==> config.mk <==
export PLATFORM = sky130hd
export DESIGN_NAME = arp_responder
export DESIGN_NICKNAME = d
export VERILOG_FILES = /design/src/hdl/arpr_pkg.sv /design/src/hdl/arp_responder.sv /design/src/hdl/arpr_rx_parse.sv /design/src/hdl/arpr_job_queue.sv /design/src/hdl/arpr_tx_gen.sv
export SDC_FILE = /design/constraint.sdc
export NUM_CORES = 1
export LEC_CHECK = 0
export BUFFER_PORTS_ARGS = -buffer_cell sky130_fd_sc_hd__buf_2
export CORE_MARGIN = 2
export CORE_UTILIZATION = 51
export DETAILED_ROUTE_END_ITERATION = 7
export HOLD_SLACK_MARGIN = 0.03
export PLACE_DENSITY = 0.71
export REMOVE_ABC_BUFFERS = 1
export SLEW_MARGIN = 10
export SYNTH_ARGS = -nofsm -noshare
export SYNTH_HDL_FRONTEND = slang
export SYNTH_SLANG_ARGS = --single-unit
==> constraint.sdc <==
create_clock -name clk_i -period 4.6 [get_ports clk_i]
set_input_delay 0.23 -clock clk_i [delete_from_list [all_inputs] [get_ports clk_i]]
set_output_delay 0.23 -clock clk_i [all_outputs]
set_load 0.1 [all_outputs]
==> src/hdl/arpr_pkg.sv <==
// ----------------------------------------------------------------------------
// arpr_pkg
// Shared types, constants and the reply frame byte table of the ARP responder.
// ----------------------------------------------------------------------------
`default_nettype none

package arpr_pkg;

  localparam int MaxFrameBytes = 2048;
  localparam int CountW        = 12;
  localparam int QueueDepth    = 4;
  localparam int QueuePtrW     = $clog2(QueueDepth);
  localparam int ReplyBytes    = 60;
  localparam int ByteIdxW      = 6;

  localparam logic [15:0] EtypeArp  = 16'h0806;
  localparam logic [15:0] HwtEth    = 16'h0001;
  localparam logic [15:0] ProtoIpv4 = 16'h0800;
  localparam logic [15:0] OpRequest = 16'h0001;
  localparam logic [15:0] OpReply   = 16'h0002;
  localparam logic [7:0]  MacLen    = 8'd6;
  localparam logic [7:0]  IpLen     = 8'd4;
  localparam logic [CountW-1:0] MinLenM1 = CountW'(59);

  localparam int CfgIdxW = 2;
  localparam int CfgDataW = 48;
  localparam logic [CfgIdxW-1:0] CfgOwnIp     = 2'd0;
  localparam logic [CfgIdxW-1:0] CfgOwnMac    = 2'd1;
  localparam logic [CfgIdxW-1:0] CfgResolveIp = 2'd2;

  typedef enum logic {
    KIND_REPLY  = 1'b0,
    KIND_NOTICE = 1'b1
  } kind_e;

  typedef struct packed {
    kind_e       kind;
    logic [47:0] learned_mac;
    logic [47:0] peer_mac;
    logic [31:0] peer_ip;
  } job_t;

  typedef struct packed {
    logic full;
    logic empty;
  } queue_status_t;

  function automatic logic [7:0] reply_byte(input logic [ByteIdxW-1:0] idx,
                                            input logic [47:0] peer_mac,
                                            input logic [47:0] own_mac,
                                            input logic [31:0] own_ip,
                                            input logic [31:0] peer_ip);
    logic [7:0] b;
    b = 8'h00;
    priority if (idx < 6'd6) begin
      b = peer_mac[8*(5-int'(idx)) +: 8];
    end else if (idx < 6'd12) begin
      b = own_mac[8*(11-int'(idx)) +: 8];
    end else if (idx == 6'd12) begin
      b = EtypeArp[15:8];
    end else if (idx == 6'd13) begin
      b = EtypeArp[7:0];
    end else if (idx == 6'd14) begin
      b = HwtEth[15:8];
    end else if (idx == 6'd15) begin
      b = HwtEth[7:0];
    end else if (idx == 6'd16) begin
      b = ProtoIpv4[15:8];
    end else if (idx == 6'd17) begin
      b = ProtoIpv4[7:0];
    end else if (idx == 6'd18) begin
      b = MacLen;
    end else if (idx == 6'd19) begin
      b = IpLen;
    end else if (idx == 6'd20) begin
      b = OpReply[15:8];
    end else if (idx == 6'd21) begin
      b = OpReply[7:0];
    end else if (idx < 6'd28) begin
      b = own_mac[8*(27-int'(idx)) +: 8];
    end else if (idx < 6'd32) begin
      b = own_ip[8*(31-int'(idx)) +: 8];
    end else if (idx < 6'd38) begin
      b = peer_mac[8*(37-int'(idx)) +: 8];
    end else if (idx < 6'd42) begin
      b = peer_ip[8*(41-int'(idx)) +: 8];
    end else begin
      b = 8'h00;
    end
    return b;
  endfunction

endpackage

`default_nettype wire

==> src/hdl/arp_responder.sv <==
// ----------------------------------------------------------------------------
// arp_responder
// ARP responder for Ethernet / IPv4: answers requests for the own address and
// learns the MAC of the resolve address from replies.
// ----------------------------------------------------------------------------
//  port group   dir  beat contents
//  s_axis_*     in   tdata = rx_byte, tlast = frame_last
//  m_axis_*     out  tdata = tx_byte, learned_mac; tuser = kind; tlast = out_last
//  cfg_*        in   we / idx / data register writes, no read-back
//
//  Takes one received byte per cycle. A request match yields a 60-beat reply
//  at one beat per cycle; a reply match yields one notice beat.
//  Jobs wait in a four-entry queue; s_axis_tready drops only while it is full.
//  Output beats come from a register; m_axis_tready low holds the beat.
//  Reset clears the captured header fields, the cache and the configuration.
// ----------------------------------------------------------------------------
`default_nettype none

module arp_responder (
  input  wire logic                          clk_i,
  input  wire logic                          rst_ni,
  input  wire logic                          s_axis_tvalid_i,
  output logic                               s_axis_tready_o,
  input  wire logic [7:0]                    s_axis_tdata_i,  // [7:0] rx_byte
  input  wire logic                          s_axis_tlast_i,
  output logic                               m_axis_tvalid_o,
  input  wire logic                          m_axis_tready_i,
  output logic [55:0]                        m_axis_tdata_o,  // [7:0] tx_byte, [55:8] learned_mac
  output logic                               m_axis_tuser_o,  // [0] kind
  output logic                               m_axis_tlast_o,
  input  wire logic                          cfg_we_i,
  input  wire logic [arpr_pkg::CfgIdxW-1:0]  cfg_idx_i,
  input  wire logic [arpr_pkg::CfgDataW-1:0] cfg_data_i
);
  import arpr_pkg::*;

  logic [31:0]   own_ip_q, resolve_ip_q;
  logic [47:0]   own_mac_q;
  job_t          push_job, head_job;
  logic          push, pop, beat;
  queue_status_t qstat;

  always_ff @(posedge clk_i or negedge rst_ni) begin
    if (!rst_ni) begin
      own_ip_q     <= '0;
      own_mac_q    <= '0;
      resolve_ip_q <= '0;
    end else if (cfg_we_i) begin
      if (cfg_idx_i == CfgOwnIp) begin
        own_ip_q <= cfg_data_i[31:0];
      end
      if (cfg_idx_i == CfgOwnMac) begin
        own_mac_q <= cfg_data_i;
      end
      if (cfg_idx_i == CfgResolveIp) begin
        resolve_ip_q <= cfg_data_i[31:0];
      end
    end
  end

  assign s_axis_tready_o = !qstat.full;
  assign beat = s_axis_tvalid_i && s_axis_tready_o;

  arpr_rx_parse u_rx_parse (
    .clk_i        (clk_i),
    .rst_ni       (rst_ni),
    .beat_i       (beat),
    .rx_byte_i    (s_axis_tdata_i),
    .frame_last_i (s_axis_tlast_i),
    .own_ip_i     (own_ip_q),
    .resolve_ip_i (resolve_ip_q),
    .job_o        (push_job),
    .job_push_o   (push)
  );

  arpr_job_queue u_job_queue (
    .clk_i    (clk_i),
    .rst_ni   (rst_ni),
    .push_i   (push),
    .job_i    (push_job),
    .pop_i    (pop),
    .job_o    (head_job),
    .status_o (qstat)
  );

  arpr_tx_gen u_tx_gen (
    .clk_i         (clk_i),
    .rst_ni        (rst_ni),
    .job_i         (head_job),
    .job_valid_i   (!qstat.empty),
    .job_pop_o     (pop),
    .own_mac_i     (own_mac_q),
    .own_ip_i      (own_ip_q),
    .out_valid_o   (m_axis_tvalid_o),
    .out_ready_i   (m_axis_tready_i),
    .kind_o        (m_axis_tuser_o),
    .tx_byte_o     (m_axis_tdata_o[7:0]),
    .learned_mac_o (m_axis_tdata_o[55:8]),
    .out_last_o    (m_axis_tlast_o)
  );

endmodule

`default_nettype wire

==> src/hdl/arpr_rx_parse.sv <==
// ----------------------------------------------------------------------------
// arpr_rx_parse
// Front end: counts received bytes, captures the ARP header, judges the frame
// at its last byte, updates the cache and queues a reply or notice job.
// ----------------------------------------------------------------------------
`default_nettype none

module arpr_rx_parse (
  input  wire logic                clk_i,
  input  wire logic                rst_ni,
  input  wire logic                beat_i,
  input  wire logic [7:0]          rx_byte_i,
  input  wire logic                frame_last_i,
  input  wire logic [31:0]         own_ip_i,
  input  wire logic [31:0]         resolve_ip_i,
  output arpr_pkg::job_t           job_o,
  output logic                     job_push_o
);
  import arpr_pkg::*;

  logic [CountW-1:0] count_q, count_d;
  logic [15:0] etype_q, etype_d, hwt_q, hwt_d, proto_q, proto_d, op_q, op_d;
  logic [7:0]  hws_q, hws_d, pss_q, pss_d;
  logic [47:0] peer_mac_q, peer_mac_d, cache_q, cache_d;
  logic [31:0] peer_ip_q, peer_ip_d, asked_q, asked_d;
  logic        frame_ok, is_notice, is_reply, room;

  assign room = count_q < CountW'(MaxFrameBytes);

  always_comb begin
    count_d    = count_q;
    etype_d    = etype_q;
    hwt_d      = hwt_q;
    proto_d    = proto_q;
    hws_d      = hws_q;
    pss_d      = pss_q;
    op_d       = op_q;
    peer_mac_d = peer_mac_q;
    peer_ip_d  = peer_ip_q;
    asked_d    = asked_q;
    if (beat_i && room) begin
      count_d = count_q + CountW'(1);
      priority if (count_q == CountW'(12) || count_q == CountW'(13)) begin
        etype_d = {etype_q[7:0], rx_byte_i};
      end else if (count_q == CountW'(14) || count_q == CountW'(15)) begin
        hwt_d = {hwt_q[7:0], rx_byte_i};
      end else if (count_q == CountW'(16) || count_q == CountW'(17)) begin
        proto_d = {proto_q[7:0], rx_byte_i};
      end else if (count_q == CountW'(18)) begin
        hws_d = rx_byte_i;
      end else if (count_q == CountW'(19)) begin
        pss_d = rx_byte_i;
      end else if (count_q == CountW'(20) || count_q == CountW'(21)) begin
        op_d = {op_q[7:0], rx_byte_i};
      end else if (count_q >= CountW'(22) && count_q <= CountW'(27)) begin
        peer_mac_d = {peer_mac_q[39:0], rx_byte_i};
      end else if (count_q >= CountW'(28) && count_q <= CountW'(31)) begin
        peer_ip_d = {peer_ip_q[23:0], rx_byte_i};
      end else if (count_q >= CountW'(38) && count_q <= CountW'(41)) begin
        asked_d = {asked_q[23:0], rx_byte_i};
      end else begin
        count_d = count_q + CountW'(1);
      end
    end
    if (beat_i && frame_last_i) begin
      count_d = '0;
    end
  end

  // Header fields end at byte 41; a passing frame ends at byte 59 or later.
  assign frame_ok = etype_q == EtypeArp && count_q >= MinLenM1 && hwt_q == HwtEth &&
                    proto_q == ProtoIpv4 && hws_q == MacLen && pss_q == IpLen;
  assign is_notice = op_q == OpReply && peer_ip_q == resolve_ip_i;
  assign is_reply  = op_q == OpRequest && asked_q == own_ip_i;

  always_comb begin
    cache_d          = cache_q;
    job_push_o       = 1'b0;
    job_o.kind       = KIND_REPLY;
    job_o.learned_mac = cache_q;
    job_o.peer_mac   = peer_mac_q;
    job_o.peer_ip    = peer_ip_q;
    if (beat_i && frame_last_i && frame_ok) begin
      if (is_notice) begin
        cache_d           = peer_mac_q;
        job_o.kind        = KIND_NOTICE;
        job_o.learned_mac = peer_mac_q;
        job_push_o        = 1'b1;
      end else if (is_reply) begin
        job_push_o = 1'b1;
      end
    end
  end

  always_ff @(posedge clk_i or negedge rst_ni) begin
    if (!rst_ni) begin
      count_q    <= '0;
      etype_q    <= '0;
      hwt_q      <= '0;
      proto_q    <= '0;
      hws_q      <= '0;
      pss_q      <= '0;
      op_q       <= '0;
      peer_mac_q <= '0;
      peer_ip_q  <= '0;
      asked_q    <= '0;
      cache_q    <= '0;
    end else begin
      count_q    <= count_d;
      etype_q    <= etype_d;
      hwt_q      <= hwt_d;
      proto_q    <= proto_d;
      hws_q      <= hws_d;
      pss_q      <= pss_d;
      op_q       <= op_d;
      peer_mac_q <= peer_mac_d;
      peer_ip_q  <= peer_ip_d;
      asked_q    <= asked_d;
      cache_q    <= cache_d;
    end
  end

endmodule

`default_nettype wire

==> src/hdl/arpr_job_queue.sv <==
// ----------------------------------------------------------------------------
// arpr_job_queue
// Short FIFO of jobs between the receive parser and the transmit generator.
// ----------------------------------------------------------------------------
`default_nettype none

module arpr_job_queue (
  input  wire logic                 clk_i,
  input  wire logic                 rst_ni,
  input  wire logic                 push_i,
  input  wire arpr_pkg::job_t       job_i,
  input  wire logic                 pop_i,
  output arpr_pkg::job_t            job_o,
  output arpr_pkg::queue_status_t   status_o
);
  import arpr_pkg::*;

  job_t                 mem_q [QueueDepth];
  logic [QueuePtrW-1:0] wr_q, wr_d, rd_q, rd_d;
  logic [QueuePtrW:0]   cnt_q, cnt_d;
  logic                 do_push, do_pop;

  assign status_o.full  = cnt_q == (QueuePtrW+1)'(QueueDepth);
  assign status_o.empty = cnt_q == '0;
  assign do_push = push_i && !status_o.full;
  assign do_pop  = pop_i && !status_o.empty;
  assign job_o   = mem_q[rd_q];

  always_comb begin
    wr_d  = do_push ? wr_q + QueuePtrW'(1) : wr_q;
    rd_d  = do_pop ? rd_q + QueuePtrW'(1) : rd_q;
    cnt_d = cnt_q + (QueuePtrW+1)'(do_push) - (QueuePtrW+1)'(do_pop);
  end

  always_ff @(posedge clk_i) begin
    if (do_push) begin
      mem_q[wr_q] <= job_i;
    end
  end

  always_ff @(posedge clk_i or negedge rst_ni) begin
    if (!rst_ni) begin
      wr_q  <= '0;
      rd_q  <= '0;
      cnt_q <= '0;
    end else begin
      wr_q  <= wr_d;
      rd_q  <= rd_d;
      cnt_q <= cnt_d;
    end
  end

endmodule

`default_nettype wire

==> src/hdl/arpr_tx_gen.sv <==
// ----------------------------------------------------------------------------
// arpr_tx_gen
// Back end: turns the head job into one notice beat or a 60-byte reply frame,
// through a registered output stage.
// ----------------------------------------------------------------------------
`default_nettype none

module arpr_tx_gen (
  input  wire logic         clk_i,
  input  wire logic         rst_ni,
  input  wire arpr_pkg::job_t job_i,
  input  wire logic         job_valid_i,
  output logic              job_pop_o,
  input  wire logic [47:0]  own_mac_i,
  input  wire logic [31:0]  own_ip_i,
  output logic              out_valid_o,
  input  wire logic         out_ready_i,
  output logic              kind_o,
  output logic [7:0]        tx_byte_o,
  output logic [47:0]       learned_mac_o,
  output logic              out_last_o
);
  import arpr_pkg::*;

  logic [ByteIdxW-1:0] idx_q, idx_d;
  logic                valid_q, valid_d, kind_q, kind_d, last_q, last_d;
  logic [7:0]          byte_q, byte_d;
  logic [47:0]         mac_q, mac_d;
  logic                load, at_end;

  assign load   = job_valid_i && (!valid_q || out_ready_i);
  assign at_end = job_i.kind == KIND_NOTICE || idx_q == ByteIdxW'(ReplyBytes - 1);
  assign job_pop_o = load && at_end;

  always_comb begin
    idx_d   = idx_q;
    valid_d = valid_q && !out_ready_i;
    kind_d  = kind_q;
    byte_d  = byte_q;
    mac_d   = mac_q;
    last_d  = last_q;
    if (load) begin
      valid_d = 1'b1;
      kind_d  = job_i.kind;
      mac_d   = job_i.learned_mac;
      last_d  = at_end;
      idx_d   = at_end ? '0 : idx_q + ByteIdxW'(1);
      byte_d  = (job_i.kind == KIND_NOTICE) ? 8'h00 :
                reply_byte(idx_q, job_i.peer_mac, own_mac_i, own_ip_i, job_i.peer_ip);
    end
  end

  always_ff @(posedge clk_i) begin
    kind_q <= kind_d;
    byte_q <= byte_d;
    mac_q  <= mac_d;
    last_q <= last_d;
  end

  always_ff @(posedge clk_i or negedge rst_ni) begin
    if (!rst_ni) begin
      valid_q <= 1'b0;
      idx_q   <= '0;
    end else begin
      valid_q <= valid_d;
      idx_q   <= idx_d;
    end
  end

  assign out_valid_o   = valid_q;
  assign kind_o        = kind_q;
  assign tx_byte_o     = byte_q;
  assign learned_mac_o = mac_q;
  assign out_last_o    = last_q;

endmodule

`default_nettype wire

After elaboration in Yosys (flattened, before gate mapping)
Memory sizes are Yosys's and may differ from the RTL's.
Index checks and enable logic that the tools add are counted.
Widths: inputs -> output; s select.
Word-level totals
  memories: 1
  output and inout port bits: 60
  logic and storage cells: 169
  bits in writable memories: 516
  bits in registers: 436
  bits of input ports: 64
Cells by class
  magnitude comparators: 14
  add/subtract/negate cells: 12
  equal/unequal tests: 33
  reductions and logical operators: 45
  bitwise operators: 8
  shift-type cells: 6
  multiplexer cells: 27
Memories
  u_job_queue.mem_q: words 4, width 129, rd ports 1, clocked after memory_dff 0, wr ports 1, line arpr_job_queue.sv:18  | job_t mem_q [QueueDepth];
Operators with widths (count)
  $shiftx 48x32->8: 4
  $mux 8: 16
  $mux 49: 2
  $eq 12x5->1 const B: 6
  $eq 32x32->1: 2
  $shiftx 32x32->8: 2
  $eq 12x4->1 const B: 4
  $eq 6x5->1 const B: 6
  $eq 16x1->1 const B: 2
  $eq 16x12->1 const B: 2
  $eq 6x4->1 const B: 4
  $ge 12x5->1 const B: 2
  $ge 12x6->1 const B: 2
  $le 12x5->1 const B: 2
  $mux 12: 2
  $logic_and 1x1->1: 19
  $lt 6x6->1 const B: 3
  $eq 16x2->1 const B: 1
  $eq 8x3->1 const B: 2
  $sub 5x6->7 const A: 2
  $sub 6x6->7 const A: 2
  $add 12x1->12 const B: 1
  $le 12x6->1 const B: 1
  $lt 12x12->1 const B: 1
  30 further kinds: 55

Logic depth before layout (Yosys ltp)
  depth after elaboration: 18
  gate-level depth with buffers: 13
  gate-level depth less buffers: 11

Modules after synthesis
Synthesis repeated with hierarchy kept, for this count alone.
Unflattened totals
  cells, all modules: 2132
  area, all modules: 39233.9 um2
By module, submodules not included
  arpr_job_queue: cells each 715, instances 1, seq. area each 15670.0 um2, area an instance 19077.0 um2
  arpr_rx_parse: cells each 805, instances 1, seq. area each 6306.0 um2, area an instance 11563.6 um2
  arpr_tx_gen: cells each 371, instances 1, seq. area each 1916.8 um2, area an instance 4361.7 um2
  arp_responder: cells each 241, instances 1, seq. area each 2802.7 um2, area an instance 4231.6 um2

Least setup slack after synthesis
No wires, ideal clock.
  kind: reg-to-reg
  start: register u_rx_parse.op_q[3]
  end: memory u_job_queue.mem_q[0][0] in the netlist's numbering, enable pin
  slack: -0.535 ns
  setup time: 0.503 ns
  buffers on the path: 0
  period minus slack after synthesis: 5.135 ns
  arrival time: 4.631 ns
  stages on the path, launching flop included: 7
  required time: 4.097 ns
  path through: dfrtp_1 > nor4_1 > nand4_1 > nor4_1 > nand4_1 > a21oi_1 > and2_1
Between the ends
  cells in the longest elaborated chain, start to end: 8
  elaborated cells between the ends (all ways): 10
  those cells by class: eq/ne: 2; mux: 5; reduce/logical: 3
RTL lines
  start, declared: line arpr_rx_parse.sv:22  | logic [15:0] etype_q, etype_d, hwt_q, hwt_d, proto_q, proto_d, op_q, op_d;
  start signal, assigned: line arpr_rx_parse.sv:115  | op_q <= op_d;
  $eq 16x1->1: line arpr_rx_parse.sv:74  | assign is_reply = op_q == OpRequest && asked_q == own_ip_i;
  $logic_and 1x1->1: line arpr_rx_parse.sv:74
  $mux 1: line arpr_rx_parse.sv:89  | end else if (is_reply) begin
  $mux 1 (*): line arpr_rx_parse.sv:84  | if (is_notice) begin
  $mux 1 (*): line arpr_rx_parse.sv:83  | if (beat_i && frame_last_i && frame_ok) begin
  $logic_and 1x1->1 (*): line arpr_job_queue.sv:25  | assign do_push = push_i && !status_o.full;
  via u_job_queue.do_push: line arpr_job_queue.sv:21  | logic do_push, do_pop;
  $mux 1 (*): line arpr_job_queue.sv:36  | if (do_push) begin
  $mux 1 (implied by the code) (*): line arpr_job_queue.sv:37  | mem_q[wr_q] <= job_i;
  end, declared: line arpr_job_queue.sv:18
The timed path passes the listed nets; every way through them passes the cells marked *.

Final worst setup path
  start: register u_rx_parse.op_q[10]
  end: memory u_job_queue.mem_q[3][29] in the netlist's numbering, enable pin
The elaborated chain is that of the path after synthesis.

==> run_results.csv <==
group,metric,value,unit
worst_hold_path,hold_depth,2,
critical_path,cp.arrival,3.92,ns
timing,drv_slew,0,
worst_hold_path,holdPathEnd,"u_rx_parse.asked_q[0]",
critical_path,critical_path_class,"flip-flop to flip-flop",
synthesis,ys_async_sr_fraction,0.397,
critical_path,rrSetupSlack,1.02,ns
global_route,antenna_found_initial,2,
drt,drt_first_pass_iters,5,
drt,vias_per_cell,5.86,
synthesis,synth_cell_types,73,
synthesis,synthCells,2141,
floorplanning,fp.dieH,280,um
clock_network,clock_path_buffers,3,
drt,drtIter0Drc,1387,
final_layout,drive_gt1_frac,0.372,
global_route,grt_pass1_vias,21200,
clock_network,cts_setup_buffers,0,
global_route,grt_pass1_wl,128,mm
critical_path,end_kind,"flip-flop",
final_layout,area_delta_synth_final,14.7,%
synthesis,synth_edf_count,574,
timing,fin_worst_skew,0.0343,ns
final_layout,fin_cells,3428,
timing,grt_setup_unrepaired,"no",
global_route,grt_start_max_net_pins,118,
floorplanning,initial_utilization,0.513,
synthesis,yosysSeqAreaShare,0.689,
synthesis,synth_seq_cells,952,
synthesis,synthTopCellsByArea,"edfxtp_1 44%, dfrtp_1 24%, mux2_2 12%, mux4_2 8.3%, xnor2_1 1.5%",
synthesis,ys_warn_count,0,
clock_network,cts_root_buffer,"clkbuf_16",
clock_network,clk_pin_slew,0.06,ns
synthesis,avgSynthCellArea,18.1,um2
timing,slew_headroom,0.351,
timing,setup_viol,0,
synthesis,synth_top_family_by_area,"multiplexers",
final_layout,nets,2452,
clock_network,cts_made_buffers,98,
critical_path,path_cells,"nor4_1 -> nand4_1 -> nor4_1 -> nand4_1 -> a21oi_1 -> and2_4 -> buf_4",
critical_path,reg2regPathDepth,7,
global_route,grt_usage,0.215,
placed_design,numPortBuffers,123,
critical_path,start_kind,"flip-flop",
synthesis,synth_compound_area_frac,0.0240,
final_layout,antenna_cells,0,
synthesis,yosysMostFrequentCell,"edfxtp_1",
critical_path,r2r_end,"u_job_queue.mem_q[3][29]",
power_and_ir_drop,powerDensity,447,nW/um2
power_and_ir_drop,p_total,19.9,mW
placed_design,dp_hpwl,52.5,mm
global_route,grt_overflow,0,
synthesis,synth_top_area_frac,0.445,
power_and_ir_drop,vdd_drop_max,352,uV
placed_design,place_congestion,0.910,
timing,timing.fmax,280,MHz
clock_network,htree_levels,3,
floorplanning,fp-row-count,101,
floorplanning,die-area,78200,um2
final_layout,seqCellArea,26700,um2
synthesis,synth-simple-area-share,0.0364,
power_and_ir_drop,p_leak,16.3,nW
clock_network,clock_latency,0.66,ns
synthesis,synth_largest_area_cell,"edfxtp_1",
drt,vias,20100,
timing,finalCritPeriodShare,0.778,
worst_hold_path,hold_path_class,"input pin to flip-flop",
drt,drt_wl_total,82.6,mm
flow_run,maxCapViolCount,0,
critical_path,reg2reg_from,"u_rx_parse.op_q[10]",
critical_path,cp_max_fo,41,
clock_network,cts_tree,"done",
floorplanning,design.core.area,75600,um2
synthesis,synthAdderAreaFrac,0.00762,
worst_hold_path,hold_start,"s_axis_tdata_i[0]",
timing,finalCriticalPeriod,3.58,ns
timing,worst_pin_slew,0.969,ns
status,outcome,"finished clean",
synthesis,synth_flop_cell,"edfxtp_1",
timing,final-hold-violation-count,0,
critical_path,cpLargestDelayFamily,"simple AND/OR/NAND/NOR gates",
placed_design,dp.cells,3189,
drt,wire_per_inst,24.1,um
critical_path,crit_path_top_delay_cell,"and2_4",
synthesis,synthXorXnorAreaFrac,0.0178,
floorplanning,die_x,280,um
synthesis,muxShareOfSynthArea,0.210,
final_layout,fillers,5511,
critical_path,critPathMaxStageDelay,0.71,ns
synthesis,yosys-top-cells-count,"574 x edfxtp_1, 402 x mux2_2, 378 x dfrtp_1",
synthesis,netlist_area,38800,um2
floorplanning,io_pins,124,
final_layout,multi_input_area,11500,um2
drt,antenna_left,0,
drt,drt_drc_violations_left,0,
critical_path,cp.required,4.94,ns
clock_network,cts.sinks,952,
critical_path,path_buf_inv,1,
cell type report:
class	instances	area share
Clock inverter	52	0.0111
Clock buffer	133	0.0627
Tap cell	978	0.0275
Sequential cell	952	0.600
Inverter	21	0.00177
Timing Repair Buffer	228	0.0379
Multi-Input combinational cell	1064	0.259
worst max path at each step:
| stage | startpoint | depth (start not counted) | end |
|---|---|---|---|
| 2_1_floorplan | u_job_queue.rd_q[0] | 10 | u_job_queue.cnt_q[2] |
| 3_3_place_gp | u_rx_parse.op_q[3] | 7 | u_job_queue.mem_q[3][21] |
| 3_5_place_dp | u_rx_parse.op_q[10] | 7 | u_job_queue.mem_q[3][29] |
| 4_1_cts | u_rx_parse.op_q[6] | 7 | u_job_queue.mem_q[3][29] |
| 5_1_grt | u_rx_parse.op_q[6] | 7 | u_job_queue.mem_q[3][29] |
| 6_report | u_rx_parse.op_q[10] | 7 | u_job_queue.mem_q[3][29] |
where the power goes:
part | total, mW | internal (mW) | switching, mW
sequential | 9.67 | 9.38 | 0.294
combinational | 2.29 | 0.947 | 1.34
clock | 7.92 | 4.67 | 3.26
total | 19.9 | 15.0 | 4.90
placed cells by master (no fill, tap or decap), types with 34 or more instances in the layout:
cell type	synthesis	final
a21oi_1	34	34
buf_2	42	122
buf_4	11	40
clkbuf_16	0	103
dfrtp_1	378	374
dlygate4sd3_1	0	54
edfxtp_1	574	574
mux2_2	402	402
mux4_2	143	143
nand2_1	44	44
nor2_1	49	46
xnor2_1	67	67
sequential cells by signal (all words and copies together) (netlist names), 12 cells and up:
register and count:
u_rx_parse.op_q 16, own_mac_q 48, u_tx_gen.learned_mac_o 48, u_rx_parse.cache_q 48, resolve_ip_q 32, u_rx_parse.hwt_q 16
u_rx_parse.count_q 12, u_rx_parse.etype_q 16, own_ip_q 32, u_rx_parse.peer_ip_q 32, u_rx_parse.proto_q 16, u_job_queue.mem_q 516
u_rx_parse.asked_q 32, u_rx_parse.peer_mac_q 48
stage by stage:
| stage | hold WS (ns) | util | cell area [um2] | setup WS (ns) | setup TNS (ns) |
|---|---|---|---|---|---|
| 3_5_place_dp | 0.376 | 0.538 | 40700 | 0.958 | 0 |
| 2_1_floorplan | -0.0656 | - | 38200 | -2.62 | -1005.05 |
| 3_3_place_gp | 0.370 | 0.538 | 40700 | 0.988 | 0 |
| 6_report | 0.109 | 0.589 | 44500 | 1.02 | 0 |
| 5_1_grt | 0.0870 | 0.589 | 44500 | 0.813 | 0 |
| 4_1_cts | 0.0842 | 0.589 | 44500 | 0.945 | 0 |
metal layers:
metal | track usage | vias up | wire (um)
met5 | 0 | - | 0
met4 | 0.0607 | 0 | 1680
met3 | 0.0325 | 105 | 3400
met2 | 0.351 | 472 | 40900
met1 | 0.305 | 10700 | 36600
li1 | - | 8818 | -
kinds of logic (layout without fill, tap and decap cells):
group                      count (synthesis)  in the layout
muxes                                    579            579
AOI/OAI and AO/OA                        140            140
buffers and inverters                    125            434
and+or+nand+nor                          243            243
xor gates and xnor gates                  79             79
adders and majority gates                 23             23
DFF                                      952            952
repair_timing:
action                                 4_1_cts  5_1_grt
gates resized for setup                      0        0
endpoints found under the hold margin      237        0
hold buffers                                54        0
Note: power is estimated with default switching activity, not from simulation.
